**src/rtl/mie_pkg.sv**
```systemverilog
package mie_pkg;

  // Controller states.
  typedef enum logic [2:0] {
    S_IDLE,
    S_EXEC,
    S_ITER,
    S_FIN,
    S_DONE
  } state_t;

  // Commands from the controller to the datapath.
  typedef struct packed {
    logic load;
    logic exec;
    logic iter;
    logic fin;
  } cmd_t;

  // Status from the datapath to the controller.
  typedef struct packed {
    logic long_op;
    logic iter_last;
  } stat_t;

  // Result status codes.
  localparam logic [2:0] ST_NORMAL  = 3'd0;
  localparam logic [2:0] ST_SYSCALL = 3'd1;
  localparam logic [2:0] ST_BREAK   = 3'd2;
  localparam logic [2:0] ST_UNIMPL  = 3'd3;
  localparam logic [2:0] ST_EXT     = 3'd4;

  // Primary opcodes.
  localparam logic [5:0] OP_RFMT    = 6'h00;
  localparam logic [5:0] OP_BRCOND  = 6'h01;
  localparam logic [5:0] OP_J       = 6'h02;
  localparam logic [5:0] OP_JAL     = 6'h03;
  localparam logic [5:0] OP_BEQ     = 6'h04;
  localparam logic [5:0] OP_BNE     = 6'h05;
  localparam logic [5:0] OP_BLEZ    = 6'h06;
  localparam logic [5:0] OP_BGTZ    = 6'h07;
  localparam logic [5:0] OP_ADDI    = 6'h08;
  localparam logic [5:0] OP_ADDI_U  = 6'h09;
  localparam logic [5:0] OP_SLTI    = 6'h0a;
  localparam logic [5:0] OP_SLTI_U  = 6'h0b;
  localparam logic [5:0] OP_ANDI    = 6'h0c;
  localparam logic [5:0] OP_ORI     = 6'h0d;
  localparam logic [5:0] OP_XORI    = 6'h0e;
  localparam logic [5:0] OP_LUI     = 6'h0f;
  localparam logic [5:0] OP_COP0    = 6'h10;
  localparam logic [5:0] OP_COP2    = 6'h12;
  localparam logic [5:0] OP_LB      = 6'h20;
  localparam logic [5:0] OP_LH      = 6'h21;
  localparam logic [5:0] OP_LWL     = 6'h22;
  localparam logic [5:0] OP_LW      = 6'h23;
  localparam logic [5:0] OP_LBU     = 6'h24;
  localparam logic [5:0] OP_LHU     = 6'h25;
  localparam logic [5:0] OP_LWR     = 6'h26;
  localparam logic [5:0] OP_SB      = 6'h28;
  localparam logic [5:0] OP_SH      = 6'h29;
  localparam logic [5:0] OP_SWL     = 6'h2a;
  localparam logic [5:0] OP_SW      = 6'h2b;
  localparam logic [5:0] OP_SWR     = 6'h2e;
  localparam logic [5:0] OP_LWC2    = 6'h32;
  localparam logic [5:0] OP_SWC2    = 6'h3a;

  // Register-format function codes.
  localparam logic [5:0] FN_SLL     = 6'h00;
  localparam logic [5:0] FN_SRL     = 6'h02;
  localparam logic [5:0] FN_SRA     = 6'h03;
  localparam logic [5:0] FN_SLLV    = 6'h04;
  localparam logic [5:0] FN_SRLV    = 6'h06;
  localparam logic [5:0] FN_SRAV    = 6'h07;
  localparam logic [5:0] FN_JR      = 6'h08;
  localparam logic [5:0] FN_JALR    = 6'h09;
  localparam logic [5:0] FN_SYSCALL = 6'h0c;
  localparam logic [5:0] FN_BREAK   = 6'h0d;
  localparam logic [5:0] FN_MFHI    = 6'h10;
  localparam logic [5:0] FN_MTHI    = 6'h11;
  localparam logic [5:0] FN_MFLO    = 6'h12;
  localparam logic [5:0] FN_MTLO    = 6'h13;
  localparam logic [5:0] FN_MULT    = 6'h18;
  localparam logic [5:0] FN_MULTU   = 6'h19;
  localparam logic [5:0] FN_DIV     = 6'h1a;
  localparam logic [5:0] FN_DIVU    = 6'h1b;
  localparam logic [5:0] FN_ADD     = 6'h20;
  localparam logic [5:0] FN_ADDU    = 6'h21;
  localparam logic [5:0] FN_SUB     = 6'h22;
  localparam logic [5:0] FN_SUBU    = 6'h23;
  localparam logic [5:0] FN_AND     = 6'h24;
  localparam logic [5:0] FN_OR      = 6'h25;
  localparam logic [5:0] FN_XOR     = 6'h26;
  localparam logic [5:0] FN_NOR     = 6'h27;
  localparam logic [5:0] FN_SLT     = 6'h2a;
  localparam logic [5:0] FN_SLTU    = 6'h2b;

  // Conditional branch selectors.
  localparam logic [4:0] RI_BLTZ    = 5'h00;
  localparam logic [4:0] RI_BGEZ    = 5'h01;
  localparam logic [4:0] RI_BLTZAL  = 5'h10;
  localparam logic [4:0] RI_BGEZAL  = 5'h11;

  localparam logic [4:0] RA_IDX     = 5'd31;
  localparam logic [31:0] REGION_MASK = 32'hf000_0000;

endpackage

```
**src/rtl/mie_ifs.sv**
```systemverilog
// Instruction channel.
interface mie_req_if;
  logic        valid;
  logic        ready;
  logic [31:0] instr;
  logic        restart;
  logic [31:0] restart_pc;
  modport source (output valid, output instr, output restart, output restart_pc, input ready);
  modport sink (input valid, input instr, input restart, input restart_pc, output ready);
endinterface

// Result channel.
interface mie_rsp_if;
  logic        valid;
  logic        ready;
  logic [31:0] fetch_pc;
  logic [2:0]  status;
  logic        wb_enable;
  logic [4:0]  wb_reg;
  logic [31:0] wb_value;
  logic [31:0] ext_base;
  logic [31:0] ext_data;
  modport source (output valid, output fetch_pc, output status, output wb_enable,
                  output wb_reg, output wb_value, output ext_base, output ext_data,
                  input ready);
  modport sink (input valid, input fetch_pc, input status, input wb_enable,
                input wb_reg, input wb_value, input ext_base, input ext_data,
                output ready);
endinterface

```
**src/rtl/mie_ram.sv**
```systemverilog
module mie_ram #(
  parameter int WIDTH = 32,
  parameter int DEPTH = 32
) (
  input  logic                     clk,
  input  logic                     we,
  input  logic [$clog2(DEPTH)-1:0] waddr,
  input  logic [WIDTH-1:0]         wdata,
  input  logic [$clog2(DEPTH)-1:0] raddr,
  output logic [WIDTH-1:0]         rdata
);

  logic [WIDTH-1:0] mem [DEPTH];

  // One write port, one registered read port.
  always_ff @(posedge clk) begin
    if (we) begin
      mem[waddr] <= wdata;
    end
    rdata <= mem[raddr];
  end

endmodule

```
**src/rtl/mie_ctrl.sv**
```systemverilog
module mie_ctrl (
  input  logic          clk,
  input  logic          rst,
  input  logic          req_valid,
  output logic          req_ready,
  output logic          rsp_valid,
  input  logic          rsp_ready,
  input  mie_pkg::stat_t stat,
  output mie_pkg::cmd_t  cmd
);
  import mie_pkg::*;

  state_t state, state_next;

  // State register.
  always_ff @(posedge clk) begin
    if (rst) begin
      state <= S_IDLE;
    end else begin
      state <= state_next;
    end
  end

  // Next state and commands.
  always_comb begin
    state_next = state;
    cmd        = '0;
    req_ready  = 1'b0;
    rsp_valid  = 1'b0;
    case (state)
      S_IDLE: begin
        req_ready = 1'b1;
        if (req_valid) begin
          cmd.load   = 1'b1;
          state_next = S_EXEC;
        end
      end
      S_EXEC: begin
        cmd.exec   = 1'b1;
        state_next = stat.long_op ? S_ITER : S_DONE;
      end
      S_ITER: begin
        cmd.iter = 1'b1;
        if (stat.iter_last) begin
          state_next = S_FIN;
        end
      end
      S_FIN: begin
        cmd.fin    = 1'b1;
        state_next = S_DONE;
      end
      S_DONE: begin
        rsp_valid = 1'b1;
        if (rsp_ready) begin
          state_next = S_IDLE;
        end
      end
      default: state_next = S_IDLE;
    endcase
  end

endmodule

```
**src/rtl/mie_dp.sv**
```systemverilog
module mie_dp (
  input  logic          clk,
  input  logic          rst,
  input  mie_pkg::cmd_t  cmd,
  output mie_pkg::stat_t stat,
  input  logic [31:0]   req_instr,
  input  logic          req_restart,
  input  logic [31:0]   req_restart_pc,
  output logic [31:0]   fetch_pc,
  output logic [2:0]    status,
  output logic          wb_enable,
  output logic [4:0]    wb_reg,
  output logic [31:0]   wb_value,
  output logic [31:0]   ext_base,
  output logic [31:0]   ext_data
);
  import mie_pkg::*;

  logic [31:0] instr;
  logic        restart;
  logic [31:0] restart_pc;
  logic [31:0] pc;
  logic        pending;
  logic [31:0] target;
  logic [31:0] hi;
  logic [31:0] lo;
  logic [31:0] vld;
  logic [31:0] rd_a, rd_b;

  logic [5:0]  op, fn;
  logic [4:0]  rs, rt, rd, sa;
  logic [31:0] imm_s, imm_z, vs, vt, cur, nxt, seq, link, btgt;
  logic        pend_now, take, wen, hi_w, lo_w, long_op, is_div, is_sgn;
  logic [4:0]  widx;
  logic [31:0] wval, tgt, hi_n, lo_n, eb, ed;
  logic [2:0]  st;
  logic        gtz;

  logic [63:0] p;
  logic [31:0] ub;
  logic        mode_div, neg_q, neg_r;
  logic [4:0]  cnt;
  logic [32:0] msum, rtmp, rdiff;
  logic [63:0] pneg;
  logic [31:0] qfix, rfix;

  // Register file: two copies for two reads, valid bits give the reset value.
  mie_ram #(.WIDTH(32), .DEPTH(32)) u_ram_a (
    .clk(clk), .we(cmd.exec && wen), .waddr(widx), .wdata(wval),
    .raddr(req_instr[25:21]), .rdata(rd_a)
  );
  mie_ram #(.WIDTH(32), .DEPTH(32)) u_ram_b (
    .clk(clk), .we(cmd.exec && wen), .waddr(widx), .wdata(wval),
    .raddr(req_instr[20:16]), .rdata(rd_b)
  );

  // Field decode.
  assign op    = instr[31:26];
  assign rs    = instr[25:21];
  assign rt    = instr[20:16];
  assign rd    = instr[15:11];
  assign sa    = instr[10:6];
  assign fn    = instr[5:0];
  assign imm_z = {16'd0, instr[15:0]};
  assign imm_s = {{16{instr[15]}}, instr[15:0]};
  assign vs    = vld[rs] ? rd_a : 32'd0;
  assign vt    = vld[rt] ? rd_b : 32'd0;

  // Program counter view for this instruction.
  assign cur      = restart ? restart_pc : pc;
  assign pend_now = restart ? 1'b0 : pending;
  assign seq      = cur + 32'd4;
  assign nxt      = pend_now ? target : seq;
  assign link     = cur + 32'd8;
  assign btgt     = seq + {imm_s[29:0], 2'b00};
  assign gtz      = !vs[31] && (vs != 32'd0);

  // Instruction decode and ALU.
  always_comb begin
    take    = 1'b0;
    tgt     = 32'd0;
    st      = ST_NORMAL;
    wen     = 1'b0;
    widx    = rd;
    wval    = 32'd0;
    hi_w    = 1'b0;
    lo_w    = 1'b0;
    hi_n    = vs;
    lo_n    = vs;
    long_op = 1'b0;
    is_div  = 1'b0;
    is_sgn  = 1'b0;
    eb      = 32'd0;
    ed      = 32'd0;
    case (op)
      OP_RFMT: begin
        wen = 1'b1;
        case (fn)
          FN_SLL:  wval = vt << sa;
          FN_SRL:  wval = vt >> sa;
          FN_SRA:  wval = 32'($signed(vt) >>> sa);
          FN_SLLV: wval = vt << vs[4:0];
          FN_SRLV: wval = vt >> vs[4:0];
          FN_SRAV: wval = 32'($signed(vt) >>> vs[4:0]);
          FN_JR: begin
            wen  = 1'b0;
            take = 1'b1;
            tgt  = vs;
          end
          FN_JALR: begin
            take = 1'b1;
            tgt  = vs;
            wval = link;
          end
          FN_SYSCALL: begin
            wen = 1'b0;
            st  = ST_SYSCALL;
          end
          FN_BREAK: begin
            wen = 1'b0;
            st  = ST_BREAK;
          end
          FN_MFHI: wval = hi;
          FN_MTHI: begin
            wen  = 1'b0;
            hi_w = 1'b1;
          end
          FN_MFLO: wval = lo;
          FN_MTLO: begin
            wen  = 1'b0;
            lo_w = 1'b1;
          end
          FN_MULT, FN_MULTU: begin
            wen     = 1'b0;
            long_op = 1'b1;
            is_sgn  = (fn == FN_MULT);
          end
          FN_DIV, FN_DIVU: begin
            wen    = 1'b0;
            is_div = 1'b1;
            is_sgn = (fn == FN_DIV);
            // A zero divisor settles at once.
            if (vt == 32'd0) begin
              hi_w = 1'b1;
              lo_w = 1'b1;
              lo_n = (is_sgn && vs[31]) ? 32'd1 : 32'hffff_ffff;
            end else begin
              long_op = 1'b1;
            end
          end
          FN_ADD, FN_ADDU: wval = vs + vt;
          FN_SUB, FN_SUBU: wval = vs - vt;
          FN_AND:  wval = vs & vt;
          FN_OR:   wval = vs | vt;
          FN_XOR:  wval = vs ^ vt;
          FN_NOR:  wval = ~(vs | vt);
          FN_SLT:  wval = {31'd0, $signed(vs) < $signed(vt)};
          FN_SLTU: wval = {31'd0, vs < vt};
          default: begin
            wen = 1'b0;
            st  = ST_UNIMPL;
          end
        endcase
      end
      OP_BRCOND: begin
        tgt  = btgt;
        widx = RA_IDX;
        wval = link;
        case (rt)
          RI_BLTZ:   take = vs[31];
          RI_BGEZ:   take = !vs[31];
          RI_BLTZAL: begin
            take = vs[31];
            wen  = 1'b1;
          end
          RI_BGEZAL: begin
            take = !vs[31];
            wen  = 1'b1;
          end
          default:   st = ST_UNIMPL;
        endcase
      end
      OP_J, OP_JAL: begin
        take = 1'b1;
        tgt  = (seq & REGION_MASK) | {4'd0, instr[25:0], 2'b00};
        widx = RA_IDX;
        wval = link;
        wen  = (op == OP_JAL);
      end
      OP_BEQ: begin
        tgt  = btgt;
        take = (vs == vt);
      end
      OP_BNE: begin
        tgt  = btgt;
        take = (vs != vt);
      end
      OP_BLEZ: begin
        tgt  = btgt;
        take = !gtz;
      end
      OP_BGTZ: begin
        tgt  = btgt;
        take = gtz;
      end
      OP_ADDI, OP_ADDI_U, OP_SLTI, OP_SLTI_U, OP_ANDI, OP_ORI, OP_XORI, OP_LUI: begin
        wen  = 1'b1;
        widx = rt;
        case (op)
          OP_ADDI, OP_ADDI_U: wval = vs + imm_s;
          OP_SLTI:   wval = {31'd0, $signed(vs) < $signed(imm_s)};
          OP_SLTI_U: wval = {31'd0, vs < imm_s};
          OP_ANDI:   wval = vs & imm_z;
          OP_ORI:    wval = vs | imm_z;
          OP_XORI:   wval = vs ^ imm_z;
          default:   wval = {instr[15:0], 16'd0};
        endcase
      end
      OP_COP0, OP_COP2, OP_LB, OP_LH, OP_LWL, OP_LW, OP_LBU, OP_LHU, OP_LWR,
      OP_SB, OP_SH, OP_SWL, OP_SW, OP_SWR, OP_LWC2, OP_SWC2: begin
        st = ST_EXT;
        eb = vs;
        ed = vt;
      end
      default: st = ST_UNIMPL;
    endcase
    // Register zero is never written.
    if (widx == 5'd0) begin
      wen = 1'b0;
    end
  end

  assign stat.long_op   = long_op;
  assign stat.iter_last = (cnt == 5'd31);

  // Iteration step: shift-add multiply or restoring divide, one bit a cycle.
  assign msum  = {1'b0, p[63:32]} + (p[0] ? {1'b0, ub} : 33'd0);
  assign rtmp  = {p[63:32], p[31]};
  assign rdiff = rtmp - {1'b0, ub};
  assign pneg  = 64'd0 - p;
  assign qfix  = neg_q ? 32'd0 - p[31:0] : p[31:0];
  assign rfix  = neg_r ? 32'd0 - p[63:32] : p[63:32];

  // Captured input item.
  always_ff @(posedge clk) begin
    if (cmd.load) begin
      instr      <= req_instr;
      restart    <= req_restart;
      restart_pc <= req_restart_pc;
    end
  end

  // Architectural state.
  always_ff @(posedge clk) begin
    if (rst) begin
      pc      <= 32'd0;
      pending <= 1'b0;
      target  <= 32'd0;
      hi      <= 32'd0;
      lo      <= 32'd0;
      vld     <= 32'd0;
    end else if (cmd.exec) begin
      if (st == ST_SYSCALL || st == ST_BREAK) begin
        pc      <= cur;
        pending <= pend_now;
      end else begin
        pc      <= nxt;
        pending <= take;
        if (take) begin
          target <= tgt;
        end
      end
      if (hi_w) begin
        hi <= hi_n;
      end
      if (lo_w) begin
        lo <= lo_n;
      end
      if (wen) begin
        vld[widx] <= 1'b1;
      end
    end else if (cmd.fin) begin
      if (mode_div) begin
        hi <= rfix;
        lo <= qfix;
      end else begin
        hi <= neg_q ? pneg[63:32] : p[63:32];
        lo <= neg_q ? pneg[31:0] : p[31:0];
      end
    end
  end

  // Multiply/divide unit registers.
  always_ff @(posedge clk) begin
    if (cmd.exec) begin
      cnt      <= 5'd0;
      mode_div <= is_div;
      neg_q    <= is_sgn && (vs[31] ^ vt[31]);
      neg_r    <= is_sgn && vs[31];
      // Divide shifts the dividend through p; multiply shifts the multiplier.
      if (is_div) begin
        ub <= (is_sgn && vt[31]) ? 32'd0 - vt : vt;
        p  <= {32'd0, (is_sgn && vs[31]) ? 32'd0 - vs : vs};
      end else begin
        p  <= {32'd0, (is_sgn && vt[31]) ? 32'd0 - vt : vt};
        ub <= (is_sgn && vs[31]) ? 32'd0 - vs : vs;
      end
    end else if (cmd.iter) begin
      cnt <= cnt + 5'd1;
      if (mode_div) begin
        if (!rdiff[32]) begin
          p <= {rdiff[31:0], p[30:0], 1'b1};
        end else begin
          p <= {rtmp[31:0], p[30:0], 1'b0};
        end
      end else begin
        p <= {msum, p[31:1]};
      end
    end
  end

  // Result register.
  always_ff @(posedge clk) begin
    if (cmd.exec) begin
      fetch_pc  <= (st == ST_SYSCALL || st == ST_BREAK) ? cur : nxt;
      status    <= st;
      wb_enable <= wen;
      wb_reg    <= wen ? widx : 5'd0;
      wb_value  <= wen ? wval : 32'd0;
      ext_base  <= eb;
      ext_data  <= ed;
    end
  end

endmodule

```
**src/rtl/mips_integer_execute_unit.sv**
```systemverilog
// An accepted item passes through EXEC and then DONE, where its result is offered; so does
// a divide by zero. MULT, MULTU, DIV and DIVU pass through EXEC, ITER and FIN before DONE,
// set by the one-bit-per-cycle unit.
// A new item is taken only after the result has left, so items never overlap;
// stalls on the result hold the unit in DONE and delay the next item.
// Reset (rst, synchronous, active high) makes all registers read as zero and clears HI,
// LO, the program counter and the pending branch; the unit is ready right after.
module mips_integer_execute_unit (
  input logic clk,
  input logic rst,
  mie_req_if.sink   req,
  mie_rsp_if.source rsp
);
  import mie_pkg::*;

  cmd_t  cmd;
  stat_t stat;

  mie_ctrl u_ctrl (
    .clk(clk), .rst(rst),
    .req_valid(req.valid), .req_ready(req.ready),
    .rsp_valid(rsp.valid), .rsp_ready(rsp.ready),
    .stat(stat), .cmd(cmd)
  );

  mie_dp u_dp (
    .clk(clk), .rst(rst), .cmd(cmd), .stat(stat),
    .req_instr(req.instr), .req_restart(req.restart), .req_restart_pc(req.restart_pc),
    .fetch_pc(rsp.fetch_pc), .status(rsp.status), .wb_enable(rsp.wb_enable),
    .wb_reg(rsp.wb_reg), .wb_value(rsp.wb_value),
    .ext_base(rsp.ext_base), .ext_data(rsp.ext_data)
  );

endmodule
```
**src/flat_wrapper.sv**
```systemverilog
// flat-port wrapper written by rule: the top's interface ports become plain ports
module mips_integer_execute_unit_flat import mie_pkg::*;
  (clk, rst, req_valid, req_instr, req_restart, req_restart_pc, req_ready, rsp_valid, rsp_fetch_pc, rsp_status, rsp_wb_enable, rsp_wb_reg, rsp_wb_value, rsp_ext_base, rsp_ext_data, rsp_ready);
  mie_req_if req_i ();
  mie_rsp_if rsp_i ();
  input logic clk;
  input logic rst;
  input wire logic [$bits(req_i.valid)-1:0] req_valid;
  input wire logic [$bits(req_i.instr)-1:0] req_instr;
  input wire logic [$bits(req_i.restart)-1:0] req_restart;
  input wire logic [$bits(req_i.restart_pc)-1:0] req_restart_pc;
  output wire logic [$bits(req_i.ready)-1:0] req_ready;
  output wire logic [$bits(rsp_i.valid)-1:0] rsp_valid;
  output wire logic [$bits(rsp_i.fetch_pc)-1:0] rsp_fetch_pc;
  output wire logic [$bits(rsp_i.status)-1:0] rsp_status;
  output wire logic [$bits(rsp_i.wb_enable)-1:0] rsp_wb_enable;
  output wire logic [$bits(rsp_i.wb_reg)-1:0] rsp_wb_reg;
  output wire logic [$bits(rsp_i.wb_value)-1:0] rsp_wb_value;
  output wire logic [$bits(rsp_i.ext_base)-1:0] rsp_ext_base;
  output wire logic [$bits(rsp_i.ext_data)-1:0] rsp_ext_data;
  input wire logic [$bits(rsp_i.ready)-1:0] rsp_ready;
  assign req_i.valid = req_valid;
  assign req_i.instr = req_instr;
  assign req_i.restart = req_restart;
  assign req_i.restart_pc = req_restart_pc;
  assign req_ready = req_i.ready;
  assign rsp_valid = rsp_i.valid;
  assign rsp_fetch_pc = rsp_i.fetch_pc;
  assign rsp_status = rsp_i.status;
  assign rsp_wb_enable = rsp_i.wb_enable;
  assign rsp_wb_reg = rsp_i.wb_reg;
  assign rsp_wb_value = rsp_i.wb_value;
  assign rsp_ext_base = rsp_i.ext_base;
  assign rsp_ext_data = rsp_i.ext_data;
  assign rsp_i.ready = rsp_ready;
  mips_integer_execute_unit u_core (.clk(clk), .rst(rst), .req(req_i), .rsp(rsp_i));
endmodule
```
**config.mk**
```make
export PLATFORM = sky130hd
export DESIGN_NAME = mips_integer_execute_unit_flat
export DESIGN_NICKNAME = d
export VERILOG_FILES = /design/src/rtl/mie_pkg.sv /design/src/rtl/mie_ifs.sv /design/src/rtl/mie_ram.sv /design/src/rtl/mie_ctrl.sv /design/src/rtl/mie_dp.sv /design/src/rtl/mips_integer_execute_unit.sv /design/src/flat_wrapper.sv
export SDC_FILE = /design/constraint.sdc
export NUM_CORES = 2
export LEC_CHECK = 0
export BUFFER_PORTS_ARGS = -buffer_cell sky130_fd_sc_hd__buf_2
export CORE_MARGIN = 2
export CORE_UTILIZATION = 39
export DETAILED_ROUTE_END_ITERATION = 10
export PLACE_DENSITY_LB_ADDON = 0.2
export SLEW_MARGIN = 15
export SYNTH_ARGS = -nofsm -noshare
export SYNTH_HDL_FRONTEND = slang
export SYNTH_SLANG_ARGS = --single-unit
```
**constraint.sdc**
```tcl
create_clock -name clk -period 7.4 [get_ports clk]
set_clock_uncertainty 0.2 [all_clocks]
set_input_delay 0 -clock clk [delete_from_list [all_inputs] [get_ports clk]]
set_output_delay 0 -clock clk [all_outputs]
set_load 0.02 [all_outputs]
```
Yosys cells after proc, flatten, opt, wreduce, memory -nomap -nowiden. Memory sizes are Yosys's and may differ from the RTL's. A register that Yosys moved wholly into a read port is not among the register bits. Cells that the tools add are included.

Logic and storage cells: 261. Output and inout port bits: 139. Memories kept: 2. Register bits after elaboration: 470. RAM bits: 2048.

Memory list: u_core.u_dp.u_ram_a.mem (depth 32, width 32, rd ports 1, clocked after Yosys merged registers in 1, write ports 1, RTL line mie_ram.sv:13) `logic [WIDTH-1:0] mem [DEPTH];`; u_core.u_dp.u_ram_b.mem (depth 32, width 32, rd ports 1, clocked after Yosys merged registers in 1, write ports 1, RTL line mie_ram.sv:13).

Add/subtract/negate cells: 14. Reductions and logical operators: 42. Eq/ne operators: 75. Bitwise gates (word level): 11. Magnitude comparators: 8. Mux-type cells: 80. Shifts and indexed selects: 6.

Operators with widths (count): 32-bit two-way mux (27); 32-bit one-hot mux with 17 select lines (1); 64-bit two-way mux (4); 32-bit one-hot mux with 3 select lines (2); 32-bit one-hot mux with 6 select lines (1); 6-bit == test, second input constant (24); 1-bit by 32-bit subtractor with 32-bit output, first input constant (4); 32-bit adder (3); 32-bit less-than comparator (3); 6-bit by 4-bit == test with 1-bit output, second input constant (12); 32-bit OR (2); 32-bit by 5-bit << shifter with 32-bit output (2); 32-bit by 5-bit >> shifter with 32-bit output (2); 32-bit by 5-bit >>> shifter with 32-bit output (2); 1-bit by 64-bit subtractor with 64-bit output, first input constant (1); 6-bit by 5-bit == test with 1-bit output, second input constant (10); 6-bit by 3-bit == test with 1-bit output, second input constant (7); 32-bit by 32-bit adder with 33-bit output (1); 33-bit by 32-bit subtractor with 33-bit output (1); 32-bit by 3-bit adder with 32-bit output, second input constant (1); 32-bit by 4-bit adder with 32-bit output, second input constant (1); 32-bit by 16-bit AND with 32-bit output (1); 32-bit AND (1); 32-bit == test (1); other kinds (54) (122).

Logic depth before layout (Yosys ltp).
Depth in word-level cells: 10. Depth in mapped cells: 28.

Modules after synthesis. From an unflattened synthesis, not the netlist that was laid out.

Cells, all modules: 10210. Area, all modules: 126975.5 um^2.

By module, submodules not included: mie_ram (times used 2, area an instance 40492.6 um^2, cells each 2260); mie_dp (times used 1, area an instance 45772.6 um^2, cells each 5668); mie_ctrl (times used 1, area an instance 217.7 um^2, cells each 22).

Worst setup path after synthesis. Ideal clock, no wire load.

Path kind: reg-to-reg. Start point: reg u_core.u_dp.instr[17]. End point: mem u_core.u_dp.u_ram_b.mem[0][31], data pin. Arrival time: 6.586 ns. Clock period less this slack: 7.188 ns. Data required time: 6.798 ns. Slack: 0.212 ns. Stages on the path, launching flop included: 27. Setup time: 0.402 ns. Path buffers: 9. Cells stage by stage: edfxtp_1 -> buf_4 -> buf_6 -> mux2i_1 -> mux4_2 -> a22oi_2 -> and2_1 -> buf_4 -> buf_6 -> buf_2 -> buf_2 -> buf_2 -> buf_2 -> buf_1 -> nand2_1 -> ha_1 -> or3_1 -> or2_2 -> o221ai_1 -> and3_1 -> o2111ai_1 -> a21oi_1 -> o21ai_0 -> o31ai_2 -> and4_1 -> o31ai_1 -> a31oi_1.

Longest elaborated chain between the ends: 7.

Ends and longest elaborated chain: start: declaration (RTL line mie_dp.sv:19) `logic [31:0] instr;`; start signal: assignment (RTL line mie_dp.sv:247) `instr <= req_instr;`; 1-bit binary-select mux with 5-bit select (*) (RTL line mie_dp.sv:67) `assign vt = vld[rt] ? rd_b : 32'd0;`; 1-bit two-way mux (not written as such) (*) (RTL line mie_dp.sv:67); 32-bit two-way mux (*) (RTL line mie_dp.sv:67); branches (longest 2 deep; another with 32-bit subtractor); 32-bit one-hot mux with 17 select lines (*) (RTL line mie_dp.sv:98) `case (fn)`; 32-bit one-hot mux with 3 select lines (*) (RTL line mie_dp.sv:95) `case (op)`; net u_core.u_dp.u_ram_a.wdata[31] (RTL line mie_ram.sv:8) `input logic [WIDTH-1:0] wdata,`; end: declaration (RTL line mie_ram.sv:13).

Mark *: on every way through the listed nets, which the timed path passes. The select of a mux whose other input is x is not followed.

Worst setup path after layout.
Start point: reg u_core.u_dp.instr[17]. End point: mem u_core.u_dp.u_ram_b.mem[24][30], data pin.

The elaborated chain is that of the path after synthesis.

==> flow_summary.json <==
{
  "synth_seq_area_share": 0.467,
  "globalplace.congestion": 1.10,
  "drv_cap": 0,
  "syn_area_sq_um": 95100,
  "fmax_mhz": 136,
  "critical_path.top_delay_family": "compound AO/OA/AOI/OAI gates",
  "synthDistinctLibCells": 110,
  "io_buffers": 207,
  "cpMaxStageDelayCell": "or4b_1",
  "cts_max_level": 4,
  "leakagePower_uw": 0.0383,
  "routed_wl_mm": 472,
  "r2r_start": "u_core.u_dp.instr[17]",
  "synth.avg_cell_area_sq_um": 11.8,
  "worstSetupEndpoint": "u_core.u_dp.u_ram_b.mem[24][30]",
  "dpl_cell_area_sq_um": 104000,
  "syn_inst": 8068,
  "post-route-util": 0.461,
  "yosysTopAreaCell": "edfxtp_1",
  "initial_core_util": 0.392,
  "regToRegSetupSlack_ps": 20,
  "post_synth_and_or_nand_nor_area_fraction": 0.106,
  "cts_tree": "done",
  "rows": 181,
  "cp_max_fo": 36,
  "clk_pin_slew_ps": 70,
  "start_kind": "flip-flop",
  "fin_tns_setup_ps": 0,
  "largestRegisters": "u_core.u_dp.u_ram_b.mem (1024), u_core.u_dp.p (64)",
  "grt_overflow": 0,
  "coreArea_sq_um": 243000,
  "grt_pass1_vias": 76100,
  "place_hpwl_mm": 349,
  "cts_inserted_buffers": 175,
  "stdcell_area_sq_um": 112000,
  "hold_path.class": "primary input to flip-flop",
  "r2r_end": "u_core.u_dp.u_ram_b.mem[24][30]",
  "critPathBufInv": 5,
  "netlist.area_leader.share": 0.418,
  "regMostFlops": "u_core.u_dp.u_ram_b.mem",
  "end_kind": "flip-flop",
  "hold_viol": 0,
  "critical_path_depth": 22,
  "grt_pass1_wl_mm": 641,
  "largest_reg_flops": 1024,
  "max-slew-margin-rel": 0.0851,
  "hold_ws_ps": 77.6,
  "startpoint": "u_core.u_dp.instr[17]",
  "clock-sinks": 1558,
  "drive_gt1_frac": 0.237,
  "die_w_um": 498,
  "power_density_nw_per_um2": 217,
  "synthAdderAreaFrac": 0.0408,
  "drc": 0,
  "min_period_ps": 7380,
  "root_buffer": "clkbuf_16",
  "routed-via-count": 79400,
  "synth_ff_type": "edfxtp_1",
  "layout.cells.non_filler": 12000,
  "r2r.worst_path.cells": 22,
  "antenna_found_initial": 37,
  "dieArea_sq_um": 248000,
  "area_delta_synth_final_pct": 17.7,
  "postRouteAntennaNets": 0,
  "synth_compound_area_frac": 0.141,
  "grt_usage": 0.371,
  "cp_common_cell": "o21ai_0",
  "final_common_cell": "edfxtp_1",
  "clk_path_buf_depth": 3,
  "fill_cells": 22100,
  "drt_iter0_drc": 10700,
  "final_cell_mix": "1325 x edfxtp_1, 674 x mux4_2, 627 x nand2_1",
  "irDropWorstVdd_uv": 222,
  "grt_max_degree": 140,
  "cp_data_required_time_ps": 7780,
  "synth_warnings": 0,
  "path_cells": "buf_4 > buf_4 > mux4_2 > mux4_2 > nand2b_4 > and2_4 > buf_12 > nand2_1 > ha_1 > inv_1 > o21ai_0 > nand2_1 > o21ai_0 > a222oi_1 > o21a_2 > o21ai_0 > a211oi_4 > o2111ai_1 > or4b_1 > o31ai_2 > nand2_2 > buf_12",
  "ys_ff_latch": 1558,
  "async_reset_ff_frac": 0,
  "worst_pin_slew_ps": 1360,
  "finalCritPeriodShare": 0.997,
  "fp.dieH_um": 498,
  "wl_per_cell_um": 39.2,
  "synth_xor_area_frac": 0.0262,
  "synth_enable_flop_cells": 1325,
  "drt_first_pass_iters": 9,
  "synth_top_family_by_area": "multiplexers",
  "status": "finished, final reports clean",
  "slew_violations": 0,
  "io_pins": 208,
  "synthTopCellsByArea": "edfxtp_1 42%, mux4_2 16%, dfxtp_1 4.9%",
  "dp.cells": 11600,
  "viasPerCell": 6.59,
  "finalSetupViolations": 0,
  "critPathMaxStageDelay_ps": 690,
  "final_nets": 9052,
  "critPathKind": "flip-flop to flip-flop",
  "synth.area.mux_share": 0.187,
  "critPathArrivalTime_ps": 7750,
  "clk_latency_ps": 890
}
[repair_timing]
action                                  4_1_cts  5_1_grt
endpoints found under the hold margin       307        0
hold buffers                                132        0
endpoints found under the setup margin       72       70
pin swaps                                     1        2
gates resized for setup                       1        5
buffers inserted                              6        2
[layer usage]
metal	track usage	up-vias	part of all wire
met1	0.493	41000	0.40
li1	-	32800	-
met5	0	-	0.00062
met3	0.0703	1035	0.085
met4	0.211	28	0.068
met2	0.571	4488	0.45
[report_power, final]
group / switching, uW / internal (uW) / total (uW) / leakage, uW
clock network: 3960 / 5180 / 9140 / 0.00290
registers: 322 / 9700 / 10000 / 0.0134
logic: 3400 / 1770 / 5170 / 0.0220
total: 7680 / 16700 / 24300 / 0.0383
[synth_stat cells (20+ instances only)]
cell type and n:
a2111oi_0 22, a211oi_1 127, a211oi_2 23, a21o_1 86, a21oi_1 509, a221oi_1 51, a222oi_1 53, a22oi_1 43
a311oi_1 20, a31oi_1 68, and2_1 63, and3_1 73, buf_1 95, buf_2 47, clkbuf_1 414, dfxtp_1 233
edfxtp_1 1325, ha_1 301, inv_1 224, mux2_2 91, mux2i_1 154, mux4_2 674, nand2_1 631, nand2b_1 43
nand3_1 269, nand4_1 39, nor2_1 669, nor2b_1 41, nor3_1 155, nor4_1 49, o2111ai_1 24, o211ai_1 87
o21a_1 47, o21ai_0 447, o21bai_1 43, o221ai_1 29, o22ai_1 48, o31ai_1 53, or2_2 25, or3_1 40
or4_1 22, xnor2_1 210, xor2_1 75
[kinds of logic after synthesis]
group	count (synthesis)
AO/OA/AOI/OAI	2013
XOR/XNOR	285
adder cells (fa/ha/maj)	307
buffers and inverters	803
flip-flops	1558
multiplexers	919
other	1
AND/OR/NAND/NOR	2182
[tightest hold or removal path, cell delays in order]
cell and delay [ps]:
dlygate4sd3_1 530, buf_2 120, and2_4 250
[per-stage QoR]
step                worst slack, ps  power (uW)
finish                         22.0       24300
global route                  -32.7       25000
CTS                            5.57       24300
detailed placement             -573       15100
global placement               -529       15200
floorplan                       212       12900
[worst min path at each step]
stage | startpoint | to | slack, ps | cells after the start
after floorplan | req_instr[0] | u_core.u_dp.instr[0] | -100 | 0
after global placement | req_instr[11] | u_core.u_dp.instr[11] | -20 | 1
after detailed placement | req_restart_pc[23] | u_core.u_dp.restart_pc[23] | -20 | 1
after CTS | req_instr[19] | u_core.u_dp.u_ram_b.rdata[3] | 30 | 4
after global routing | req_valid | u_core.u_dp.instr[20] | 50 | 3
final | req_valid | u_core.u_dp.instr[20] | 80 | 3
[area by class of cell]
type,count,area (sq um),area share
inverter,233,882,0.00788
multi-input combinational,5738,48400,0.432
timing repair buffer,970,8140,0.0727
clock inverter,105,1310,0.0117
tap,3202,4010,0.0358
sequential,1558,44500,0.397
clock buffer,223,4690,0.0419
antenna,15,37.5,0.000335
Note: power is estimated with default switching activity, not from simulation.
